[config.mk]
export PLATFORM = sky130hd
export DESIGN_NAME = dedup_ready_queue_core
export DESIGN_NICKNAME = d
export VERILOG_FILES = /design/src/hw/rtl/drq_pkg.sv /design/src/hw/rtl/dedup_ready_queue_core.sv /design/src/hw/rtl/drq_ram.sv
export SDC_FILE = /design/constraint.sdc
export NUM_CORES = 2
export LEC_CHECK = 0
export ABC_AREA = 1
export BUFFER_PORTS_ARGS = -buffer_cell sky130_fd_sc_hd__buf_4
export CAP_MARGIN = 20
export CORE_ASPECT_RATIO = 1.5
export CORE_MARGIN = 3
export CORE_UTILIZATION = 56
export CTS_CLUSTER_SIZE = 16
export DETAILED_ROUTE_END_ITERATION = 10
export GPL_TIMING_DRIVEN = 0
export PLACE_DENSITY = 0.74
export RECOVER_POWER = 100
export SYNTH_ARGS = -nofsm -noshare
export SYNTH_HDL_FRONTEND = slang
export SYNTH_SLANG_ARGS = --single-unit
[constraint.sdc]
create_clock -name i_clk -period 11.5 [get_ports i_clk]
set_input_delay 0.575 -clock i_clk [delete_from_list [all_inputs] [get_ports i_clk]]
set_output_delay 0.575 -clock i_clk [all_outputs]
set_load 0.05 [all_outputs]
[src/hw/rtl/drq_pkg.sv]
// ----------------------------------------------------------------------------
// drq_pkg
// shared types and codes of the dedup ready queue
// ----------------------------------------------------------------------------
package drq_pkg;

    localparam int CMD_W   = 2;
    localparam int KIND_W  = 2;
    localparam int FIELD_W = 32;

    localparam logic [CMD_W-1:0] CMD_ADD    = 2'd0;
    localparam logic [CMD_W-1:0] CMD_REMOVE = 2'd1;
    localparam logic [CMD_W-1:0] CMD_FINISH = 2'd2;

    localparam logic [KIND_W-1:0] KIND_DONE  = 2'd0;
    localparam logic [KIND_W-1:0] KIND_FULL  = 2'd1;
    localparam logic [KIND_W-1:0] KIND_SCHED = 2'd2;
    localparam logic [KIND_W-1:0] KIND_IDLE  = 2'd3;

    typedef enum logic [2:0] {
        ST_IDLE,
        ST_SCAN,
        ST_SHIFT,
        ST_HEAD,
        ST_RES
    } t_state;

endpackage

[src/hw/rtl/dedup_ready_queue_core.sv]
// ----------------------------------------------------------------------------
// dedup_ready_queue_core
// ready queue of (action, parameter) pairs with duplicate suppression
// ----------------------------------------------------------------------------
// Commands enter on the s_axis channel (tuser = cmd, tdata = action, param,
// status, value) and each gives exactly one result beat on m_axis
// (tuser = kind, tdata = head_action, head_param, out_status, out_value).
// Pairs live in one ram read one entry per cycle, so the time per command
// follows the occupancy n at acceptance:
//   add     scan, then append; finish reads the head entry,
//   remove  scan to the match, then shift the tail down,
//   empty-queue add or remove and unused codes go straight to the result.
// One command is in work at a time; s_axis_tready is high only while idle.
// A finished result sits in the output register, so a new command can be
// taken while m_axis waits; if the receiver stalls, the next result holds
// in the core until the output register drains.
// Reset empties the queue at once (occupancy to zero); ram contents are
// never read below the occupancy without having been written.
// ----------------------------------------------------------------------------
module dedup_ready_queue_core
    import drq_pkg::*;
#(
    parameter int QUEUE_DEPTH = 16,
    parameter int ACTION_BITS = 32,
    parameter int PARAM_BITS  = 32
) (
    input  logic                 i_clk,
    input  logic                 i_rst_n,
    input  logic                 s_axis_tvalid,
    output logic                 s_axis_tready,
    input  logic [4*FIELD_W-1:0] s_axis_tdata,  // action, param, status, value
    input  logic [CMD_W-1:0]     s_axis_tuser,  // cmd
    output logic                 m_axis_tvalid,
    input  logic                 m_axis_tready,
    output logic [4*FIELD_W-1:0] m_axis_tdata,  // head_action, head_param,
                                                // out_status, out_value
    output logic [KIND_W-1:0]    m_axis_tuser   // kind
);

    localparam int SA = (ACTION_BITS < FIELD_W) ? ACTION_BITS : FIELD_W;
    localparam int SP = (PARAM_BITS < FIELD_W) ? PARAM_BITS : FIELD_W;
    localparam int WW = SA + SP;
    localparam int AW = (QUEUE_DEPTH > 1) ? $clog2(QUEUE_DEPTH) : 1;
    localparam int CW = $clog2(QUEUE_DEPTH + 1);

    t_state               r_state, n_state;
    logic [CW-1:0]        r_idx, n_idx;
    logic [CW-1:0]        r_occ, n_occ;
    logic [KIND_W-1:0]    r_kind, n_kind;
    logic [CMD_W-1:0]     r_cmd;
    logic [SA-1:0]        r_a;
    logic [SP-1:0]        r_p;
    logic [FIELD_W-1:0]   r_st;
    logic [FIELD_W-1:0]   r_val;
    logic [SA-1:0]        r_hd_a;
    logic [SP-1:0]        r_hd_p;
    logic                 r_m_valid;
    logic [KIND_W-1:0]    r_m_tuser;
    logic [4*FIELD_W-1:0] r_m_tdata;

    logic                 w_s_acc;
    logic                 w_out_free;
    logic                 w_we;
    logic [AW-1:0]        w_waddr;
    logic [WW-1:0]        w_wdata;
    logic [WW-1:0]        w_rdata;
    logic [AW-1:0]        w_raddr;
    logic [SA-1:0]        w_rd_a;
    logic [SP-1:0]        w_rd_p;
    logic                 w_match;
    logic [CW-1:0]        w_idx_inc;
    logic [CW-1:0]        w_idx_dec;
    logic                 w_last;
    logic                 w_full;
    logic [4*FIELD_W-1:0] w_res_data;

    assign s_axis_tready = (r_state == ST_IDLE);
    assign w_s_acc       = s_axis_tvalid && s_axis_tready;
    assign w_out_free    = !r_m_valid || m_axis_tready;

    assign w_rd_a    = w_rdata[SA-1:0];
    assign w_rd_p    = w_rdata[WW-1:SA];
    assign w_match   = (w_rd_a == r_a) && (w_rd_p == r_p);
    assign w_idx_inc = r_idx + CW'(1);
    assign w_idx_dec = r_idx - CW'(1);
    assign w_last    = (w_idx_inc == r_occ);
    assign w_full    = (r_occ == CW'(QUEUE_DEPTH));
    assign w_raddr   = n_idx[AW-1:0];

    drq_ram #(
        .WIDTH (WW),
        .DEPTH (QUEUE_DEPTH)
    ) u_ram (
        .i_clk   (i_clk),
        .i_we    (w_we),
        .i_waddr (w_waddr),
        .i_wdata (w_wdata),
        .i_raddr (w_raddr),
        .o_rdata (w_rdata)
    );

    always_comb begin
        n_state = r_state;
        case (r_state)
            ST_IDLE: begin
                if (w_s_acc) begin
                    case (s_axis_tuser)
                        CMD_ADD, CMD_REMOVE: begin
                            n_state = (r_occ == '0) ? ST_RES : ST_SCAN;
                        end
                        CMD_FINISH: n_state = ST_HEAD;
                        default:    n_state = ST_RES;
                    endcase
                end
            end
            ST_SCAN: begin
                if (w_match) begin
                    n_state = (r_cmd == CMD_REMOVE) ? ST_SHIFT : ST_RES;
                end else if (w_last) begin
                    n_state = ST_RES;
                end
            end
            ST_SHIFT: begin
                if (r_idx == r_occ) begin
                    n_state = ST_RES;
                end
            end
            ST_HEAD: n_state = ST_RES;
            ST_RES: begin
                if (w_out_free) begin
                    n_state = ST_IDLE;
                end
            end
            default: n_state = ST_IDLE;
        endcase
    end

    always_comb begin
        n_idx   = r_idx;
        n_occ   = r_occ;
        n_kind  = r_kind;
        w_we    = 1'b0;
        w_waddr = r_idx[AW-1:0];
        w_wdata = {r_p, r_a};
        case (r_state)
            ST_IDLE: begin
                if (w_s_acc) begin
                    n_idx  = '0;
                    n_kind = KIND_DONE;
                    if (s_axis_tuser == CMD_ADD && r_occ == '0) begin
                        w_we    = 1'b1;
                        w_waddr = '0;
                        w_wdata = {s_axis_tdata[FIELD_W +: SP], s_axis_tdata[SA-1:0]};
                        n_occ   = CW'(1);
                    end
                end
            end
            ST_SCAN: begin
                if (w_match) begin
                    if (r_cmd == CMD_REMOVE) begin
                        n_idx = w_idx_inc;
                    end
                end else if (w_last) begin
                    if (r_cmd == CMD_ADD) begin
                        if (w_full) begin
                            n_kind = KIND_FULL;
                        end else begin
                            w_we    = 1'b1;
                            w_waddr = r_occ[AW-1:0];
                            n_occ   = r_occ + CW'(1);
                        end
                    end
                end else begin
                    n_idx = w_idx_inc;
                end
            end
            ST_SHIFT: begin
                if (r_idx == r_occ) begin
                    n_occ = r_occ - CW'(1);
                end else begin
                    w_we    = 1'b1;
                    w_waddr = w_idx_dec[AW-1:0];
                    w_wdata = w_rdata;
                    n_idx   = w_idx_inc;
                end
            end
            ST_HEAD: begin
                n_kind = (r_occ != '0) ? KIND_SCHED : KIND_IDLE;
            end
            default: begin
            end
        endcase
    end

    always_comb begin
        w_res_data = '0;
        if (r_kind == KIND_SCHED) begin
            w_res_data[0 +: FIELD_W]       = FIELD_W'(r_hd_a);
            w_res_data[FIELD_W +: FIELD_W] = FIELD_W'(r_hd_p);
        end
        if (r_kind == KIND_SCHED || r_kind == KIND_IDLE) begin
            w_res_data[2*FIELD_W +: FIELD_W] = r_st;
            w_res_data[3*FIELD_W +: FIELD_W] = r_val;
        end
    end

    always_ff @(posedge i_clk) begin
        if (!i_rst_n) begin
            r_state   <= ST_IDLE;
            r_occ     <= '0;
            r_m_valid <= 1'b0;
        end else begin
            r_state <= n_state;
            r_occ   <= n_occ;
            if (r_state == ST_RES && w_out_free) begin
                r_m_valid <= 1'b1;
            end else if (m_axis_tready) begin
                r_m_valid <= 1'b0;
            end
        end
    end

    always_ff @(posedge i_clk) begin
        r_idx  <= n_idx;
        r_kind <= n_kind;
        if (w_s_acc) begin
            r_cmd <= s_axis_tuser;
            r_a   <= s_axis_tdata[SA-1:0];
            r_p   <= s_axis_tdata[FIELD_W +: SP];
            r_st  <= s_axis_tdata[2*FIELD_W +: FIELD_W];
            r_val <= s_axis_tdata[3*FIELD_W +: FIELD_W];
        end
        if (r_state == ST_HEAD) begin
            r_hd_a <= w_rd_a;
            r_hd_p <= w_rd_p;
        end
        if (r_state == ST_RES && w_out_free) begin
            r_m_tuser <= r_kind;
            r_m_tdata <= w_res_data;
        end
    end

    assign m_axis_tvalid = r_m_valid;
    assign m_axis_tuser  = r_m_tuser;
    assign m_axis_tdata  = r_m_tdata;

endmodule

[src/hw/rtl/drq_ram.sv]
// ----------------------------------------------------------------------------
// drq_ram
// generic single write port ram with registered read
// ----------------------------------------------------------------------------
module drq_ram #(
    parameter  int WIDTH = 64,
    parameter  int DEPTH = 16,
    localparam int AW    = (DEPTH > 1) ? $clog2(DEPTH) : 1
) (
    input  logic             i_clk,
    input  logic             i_we,
    input  logic [AW-1:0]    i_waddr,
    input  logic [WIDTH-1:0] i_wdata,
    input  logic [AW-1:0]    i_raddr,
    output logic [WIDTH-1:0] o_rdata
);

    logic [WIDTH-1:0] r_mem [DEPTH];
    logic [WIDTH-1:0] r_rdata;

    always_ff @(posedge i_clk) begin
        if (i_we) begin
            r_mem[i_waddr] <= i_wdata;
        end
        r_rdata <= r_mem[i_raddr];
    end

    assign o_rdata = r_rdata;

endmodule

## Yosys cells after proc, flatten, opt, wreduce, memory -nomap -nowiden

Memory sizes are Yosys's and may differ from the RTL's. A register that Yosys moved wholly into a read port is not among the register bits.
Index checks and enable logic that the tools add are counted.

| storage, ports and cells | value |
|---|---|
| register bits after elaboration | 340 |
| bits in writable memories | 1024 |
| output and inout bits | 132 |
| memories kept | 1 |

| operators by class | value |
|---|---|
| add/sub/neg operators | 4 |
| eq/ne operators | 27 |
| mux-type cells | 54 |
| reduce and logical (&&, ||, !) cells | 20 |

Memories:

| name | words | width | read ports | clocked after Yosys merged registers in | wr ports | line | text |
|---|---|---|---|---|---|---|---|
| u_ram.r_mem | 16 | 64 | 1 | 1 | 1 | drq_ram.sv:18 | `logic [WIDTH-1:0] r_mem [DEPTH];` |

Operators by type and width:

| operator | number |
|---|---|
| $mux W64 | 3 |
| $pmux W64 S2 | 1 |
| $eq A32 B32 Y1 | 2 |
| $mux W5 | 12 |
| $pmux W5 S3 | 2 |
| $mux W4 | 7 |
| $mux W3 | 7 |
| $ne A2 B2 Y1 const B | 8 |
| $pmux W3 S5 | 1 |
| $mux W1 | 12 |
| $pmux W4 S3 | 1 |
| $add A5 B1 Y5 const B | 2 |
| $eq A5 B5 Y1 | 2 |
| $mux W2 | 5 |
| $ne A3 B3 Y1 const B | 3 |
| $reduce_and A8 Y1 | 1 |
| $eq A2 B2 Y1 const B | 3 |
| $eq A3 B2 Y1 const B | 2 |
| $pmux W2 S3 | 1 |
| $pmux W3 S2 | 1 |
| $reduce_and A6 Y1 | 1 |
| $reduce_bool A3 Y1 | 2 |
| $eq A5 B5 Y1 const B | 1 |
| $logic_not A5 Y1 | 1 |
| 17 further kinds | 24 |

## Logic depth before layout (Yosys ltp)

| depth | value |
|---|---|
| word-level depth | 8 |
| gate-level depth with buffers | 21 |

## By module

From an unflattened synthesis, not the netlist that was laid out.

| second synthesis, totals | value |
|---|---|
| cell total of the unflattened synthesis | 5615 |
| area, all modules | 60230.3 um2 |

Modules (own cells, without submodules):

| module | instances | cells an instance | area each (um2) |
|---|---|---|---|
| drq_ram | 1 | 4211 | 45144.5 |
| dedup_ready_queue_core | 1 | 1404 | 15085.7 |

## Worst setup path before layout

No wires, ideal clock.

| timing | value |
|---|---|
| kind | register to register |
| start point | register r_state[2] |
| end point | memory u_ram.r_mem[10][0] (enable) |
| arrival time | 10906 ps |
| required time | 11014 ps |
| setup slack | 108 ps |
| stages on the path, launching flop included | 16 |
| clock period less this slack | 11392 ps |
| cell sequence | dfxtp_1 -> nor2_1 -> inv_1 -> nor2_1 -> inv_1 -> nor2_1 -> inv_1 -> nor2_1 -> inv_1 -> nand2_1 -> inv_2 -> o21ai_1 -> nand2_1 -> inv_1 -> nand2_1 -> nor2_1 |

| between the ends | value |
|---|---|
| word-level cells in the longest chain between the ends | 6 |
| elaborated cells between the ends (all ways) | 10 |

RTL lines:

| what | line | text |
|---|---|---|
| start, declared | dedup_ready_queue_core.sv:46 | `t_state r_state, n_state;` |
| start signal, assigned | dedup_ready_queue_core.sv:213 | `r_state <= n_state;` |
| $logic_not A3 Y1 (*) | dedup_ready_queue_core.sv:77 | `assign s_axis_tready = (r_state == ST_IDLE);` |
| net s_axis_tready | dedup_ready_queue_core.sv:30 | `output logic s_axis_tready,` |
| $logic_and A1 B1 Y1 (*) | dedup_ready_queue_core.sv:78 | `assign w_s_acc = s_axis_tvalid && s_axis_tready;` |
| net w_s_acc | dedup_ready_queue_core.sv:61 | `logic w_s_acc;` |
| $mux W1 | dedup_ready_queue_core.sv:147 | `if (w_s_acc) begin` |
| $pmux W1 S3 | dedup_ready_queue_core.sv:145 | `case (r_state)` |
| $mux W1 | drq_ram.sv:22 | `if (i_we) begin` |
| $mux W1 (not written as such) | drq_ram.sv:23 | `r_mem[i_waddr] <= i_wdata;` |
| end, declared | drq_ram.sv:18 |  |

Mark *: on every way through the listed nets, which the timed path passes. The rest lies on a longest branch.

## Worst setup path after layout

| timing | value |
|---|---|
| start point | register r_state[2] |
| end point | memory u_ram.r_mem[0][7] (enable) |

| between the ends | value |
|---|---|
| word-level cells in the longest chain between the ends | 6 |
| elaborated cells between the ends (all ways) | 10 |

RTL lines:

| what | line |
|---|---|
| $logic_not A3 Y1 (*) | dedup_ready_queue_core.sv:77 |
| $logic_and A1 B1 Y1 (*) | dedup_ready_queue_core.sv:78 |
| net w_s_acc | dedup_ready_queue_core.sv:61 |
| $mux W1 | dedup_ready_queue_core.sv:147 |
| $pmux W1 S3 | dedup_ready_queue_core.sv:145 |
| $mux W1 | drq_ram.sv:22 |
| $mux W1 (not written as such) | drq_ram.sv:23 |

Marks and branches as above.

==> metrics.txt <==
Worst Path Max Fanout 30; Clock Tree Buf Depth 3; FFs w/ async S/R, synth 0; Min-Delay Path Class input port to register; vias 46900; outcome finished, violations left; Most used DFF post-synth edfxtp_1; largest net degree at the start of global routing 37; Gate Count Post-Synth 5812; Num CTS Buffers 131; failing checks max-capacitance violations, max-slew violations; CTS tree yes; vias per cell 5.90; Switch Pwr 10700 uW; final WL 197000 um; Worst Clk Skew 0.0386 ns; number of global-route vias before repair 46500; worst hold margin 0.0809 ns; crit end category register; Slew headroom -0.715; 1st-pass router iterations 10; Die X 278 um; P_leak 0.0301 uW; layout cells sized above 1 0.0765; DR iter-0 viols 6293; Flop pwr share 0.324; buffers plus inverters on the worst setup path 6; Max Fclk 122 MHz; initial antenna violation count 12; cell breakdown of the critical path nor2_1 > inv_1 > nor2_1 > inv_1 > nor2_1 > inv_1 > nor2_1 > inv_1 > nand2_1 > inv_1 > o21ai_0 > nand3_1 > nor2_1 > clkbuf_1; EDFF count, synth 1351; core area 109000 um^2; Clock H-tree levels 4; CP startpoint kind register; Routed Antenna Nets 0; RSZ-0062 raised after global routing no; clock latency on the worst-skew pair 0.79 ns; Post-route DRC 0; fin worst setup slack 3.29 ns; Final Hold Vio Count 0; most frequent cells in the layout 1351 x edfxtp_1, 1290 x inv_1, 971 x nand2_1; clock transition at the registers of the reported paths 0.06 ns; die height 413 um; die area 115000 um^2; Worst path slowest cell nor2_1; PwrDens 321 nW/um^2; remaining global-route overflow 0; Non-Filler Cell Area, Final 71100 um^2; commonest non-fill, non-tap cell in the layout edfxtp_1; share of total power in combinational logic 0.489; I/O Buffers 265; final setup violating endpoints 0; Synth Cell Area 62000 um^2; gpl congestion 0.940; min cycle time layout 8.21 ns; clock sinks 1428; Top Ports 266; worst vdd ir 0.246 mV; dpl hpwl 137000 um; Final nets 6559; Synth Warn # 0; setup bufs post-CTS 0; CP max stage delay 1.90 ns; row cnt 148; crit path DAT 8.55 ns; WL per Instance 24.8 um; DP Area 67400 um^2; internal power 12100 uW; flops & latches, synth 1428; Max Cap Viol 47; register area share after synthesis 0.680; Sw Ratio 0.469; critical path class register to register; pre-CTS setup slack 6.39 ns; total track usage 0.338; first-pass GRT wire length 286000 um; post-synthesis cell type count 40; average cell area after synthesis 10.7 um^2; clock network fraction of design power 0.186; CP required 11.84 ns; fin crit share 0.714; Worst Tran Pin Value 2.56 ns; kind of cell adding the most delay to the critical path simple AND/OR/NAND/NOR gates; Area Overhead vs Synth 14.8%; CTS root buf clkbuf_16; Syn Nets 5952; Initial Util 0.568; final slew viol count 1009
## stage by stage
stage / total power (uW) / TNS, ns / std cells / util
2_1_floorplan: 14000 / 0 / 5812 / -
3_3_place_gp: 18100 / -7853.19 / 7502 / 0.603
3_5_place_dp: 18500 / 0 / 7589 / 0.618
4_1_cts: 22800 / 0 / 7949 / 0.666
5_1_grt: 23700 / 0 / 7951 / 0.652
6_report: 22800 / 0 / 7958 / 0.652
## sequential cells by signal (all words and copies together), names as in the netlist
signal	count
m_axis_tdata	128
m_axis_tuser	2
m_axis_tvalid	1
r_a	32
r_cmd	2
r_hd_a	32
r_hd_p	32
r_idx	5
r_kind	2
r_occ	5
r_p	32
r_st	32
r_state	3
r_val	32
u_ram.o_rdata	64
u_ram.r_mem	1024
## cell type report
| type | count | area, um^2 |
|---|---|---|
| inverter | 1297 | 4870 |
| antenna | 7 | 17.5 |
| sequential | 1428 | 42100 |
| fill | 8281 | 38000 |
| clock buffer | 185 | 3720 |
| timing repair buffer | 474 | 3240 |
| tap | 1425 | 1780 |
| clock inverter | 55 | 393 |
| multi-input combinational | 2726 | 13300 |
| buffer | 361 | 1700 |
## tightest hold or removal path: stages
cell and delay, ns:
buf_4 0.11, nand3_1 0.07, inv_1 0.05
## final timing paths
check             slack, ns  depth (start not counted)                          end                 startpoint
setup / recovery       3.29                         14  u_ram.r_mem[0][7]$_DFFE_PP_    r_state[2]$_SDFFE_PN0P_
hold / removal         0.08                          3      r_state[0]$_SDFFE_PN0P_                    i_rst_n
setup reg to reg       3.29                         14  u_ram.r_mem[0][7]$_DFFE_PP_    r_state[2]$_SDFFE_PN0P_
hold reg to reg        0.46                          0          r_hd_p[5]$_DFFE_PP_  u_ram.o_rdata[37]$_DFF_P_
## power by group through the flow
stage | sequential [uW] | combinational (uW) | clock (uW)
3_5_place_dp | 7450 | 11100 | 0
5_1_grt | 7440 | 11800 | 4460
3_3_place_gp | 7620 | 10500 | 0
2_1_floorplan | 7850 | 6150 | 0
4_1_cts | 7350 | 11200 | 4260
6_report | 7400 | 11200 | 4250
## per-layer routing
layer / track usage / vias up / routed length (um)
li1: - / 20800 / -
met1: 0.390 / 22100 / 65100
met2: 0.559 / 3250 / 94100
met3: 0.0788 / 842 / 21700
met4: 0.239 / 6 / 16400
met5: 0 / - / 40
## what timing repair did
| action | 4_1_cts | 5_1_grt |
|---|---|---|
| hold buffers | 120 | 0 |
| resized for setup | 0 | 0 |
| endpoints found under the hold margin | 120 | 0 |
## synth_stat cells, types with 2 or more instances
| cell | number | area [um^2] |
|---|---|---|
| buf_4 | 36 | 270 |
| inv_2 | 5 | 18.8 |
| buf_6 | 4 | 45.0 |
| o21ai_1 | 5 | 25.0 |
| nor2_1 | 160 | 601 |
| a21oi_1 | 18 | 90.1 |
| nand4_1 | 514 | 3220 |
| o31ai_1 | 2 | 15.0 |
| xor2_1 | 24 | 210 |
| dfxtp_1 | 77 | 1540 |
| nand2_2 | 2 | 12.5 |
| ha_1 | 5 | 62.6 |
| buf_1 | 14 | 52.6 |
| clkinv_1 | 2 | 7.51 |
| o211ai_1 | 3 | 22.5 |
| nand3_1 | 936 | 4680 |
| inv_1 | 1289 | 4840 |
| or2_2 | 2 | 12.5 |
| nand2_1 | 971 | 3640 |
| clkbuf_1 | 157 | 589 |
| buf_2 | 150 | 751 |
| a22oi_1 | 2 | 15.0 |
| nand3_2 | 2 | 20.0 |
| nor2_2 | 3 | 18.8 |
| o221ai_1 | 49 | 429 |
| nor3_1 | 2 | 10.0 |
| o21ai_0 | 13 | 65.1 |
| edfxtp_1 | 1351 | 40600 |
| xnor2_1 | 3 | 26.3 |
## cell families (layout without fill, tap and decap cells)
group | Yosys count | in the layout | share of synthesized area
AO/OA/AOI/OAI | 98 | 98 | 0.0115
XOR/XNOR | 28 | 28 | 0.00408
flip-flops | 1428 | 1428 | 0.680
adder cells (fa/ha/maj) | 6 | 6 | 0.00133
buffers and inverters | 1658 | 2372 | 0.106
other | 0 | 7 | 0
AND/OR/NAND/NOR | 2594 | 2594 | 0.197
Note: power is estimated with default switching activity, not from simulation.
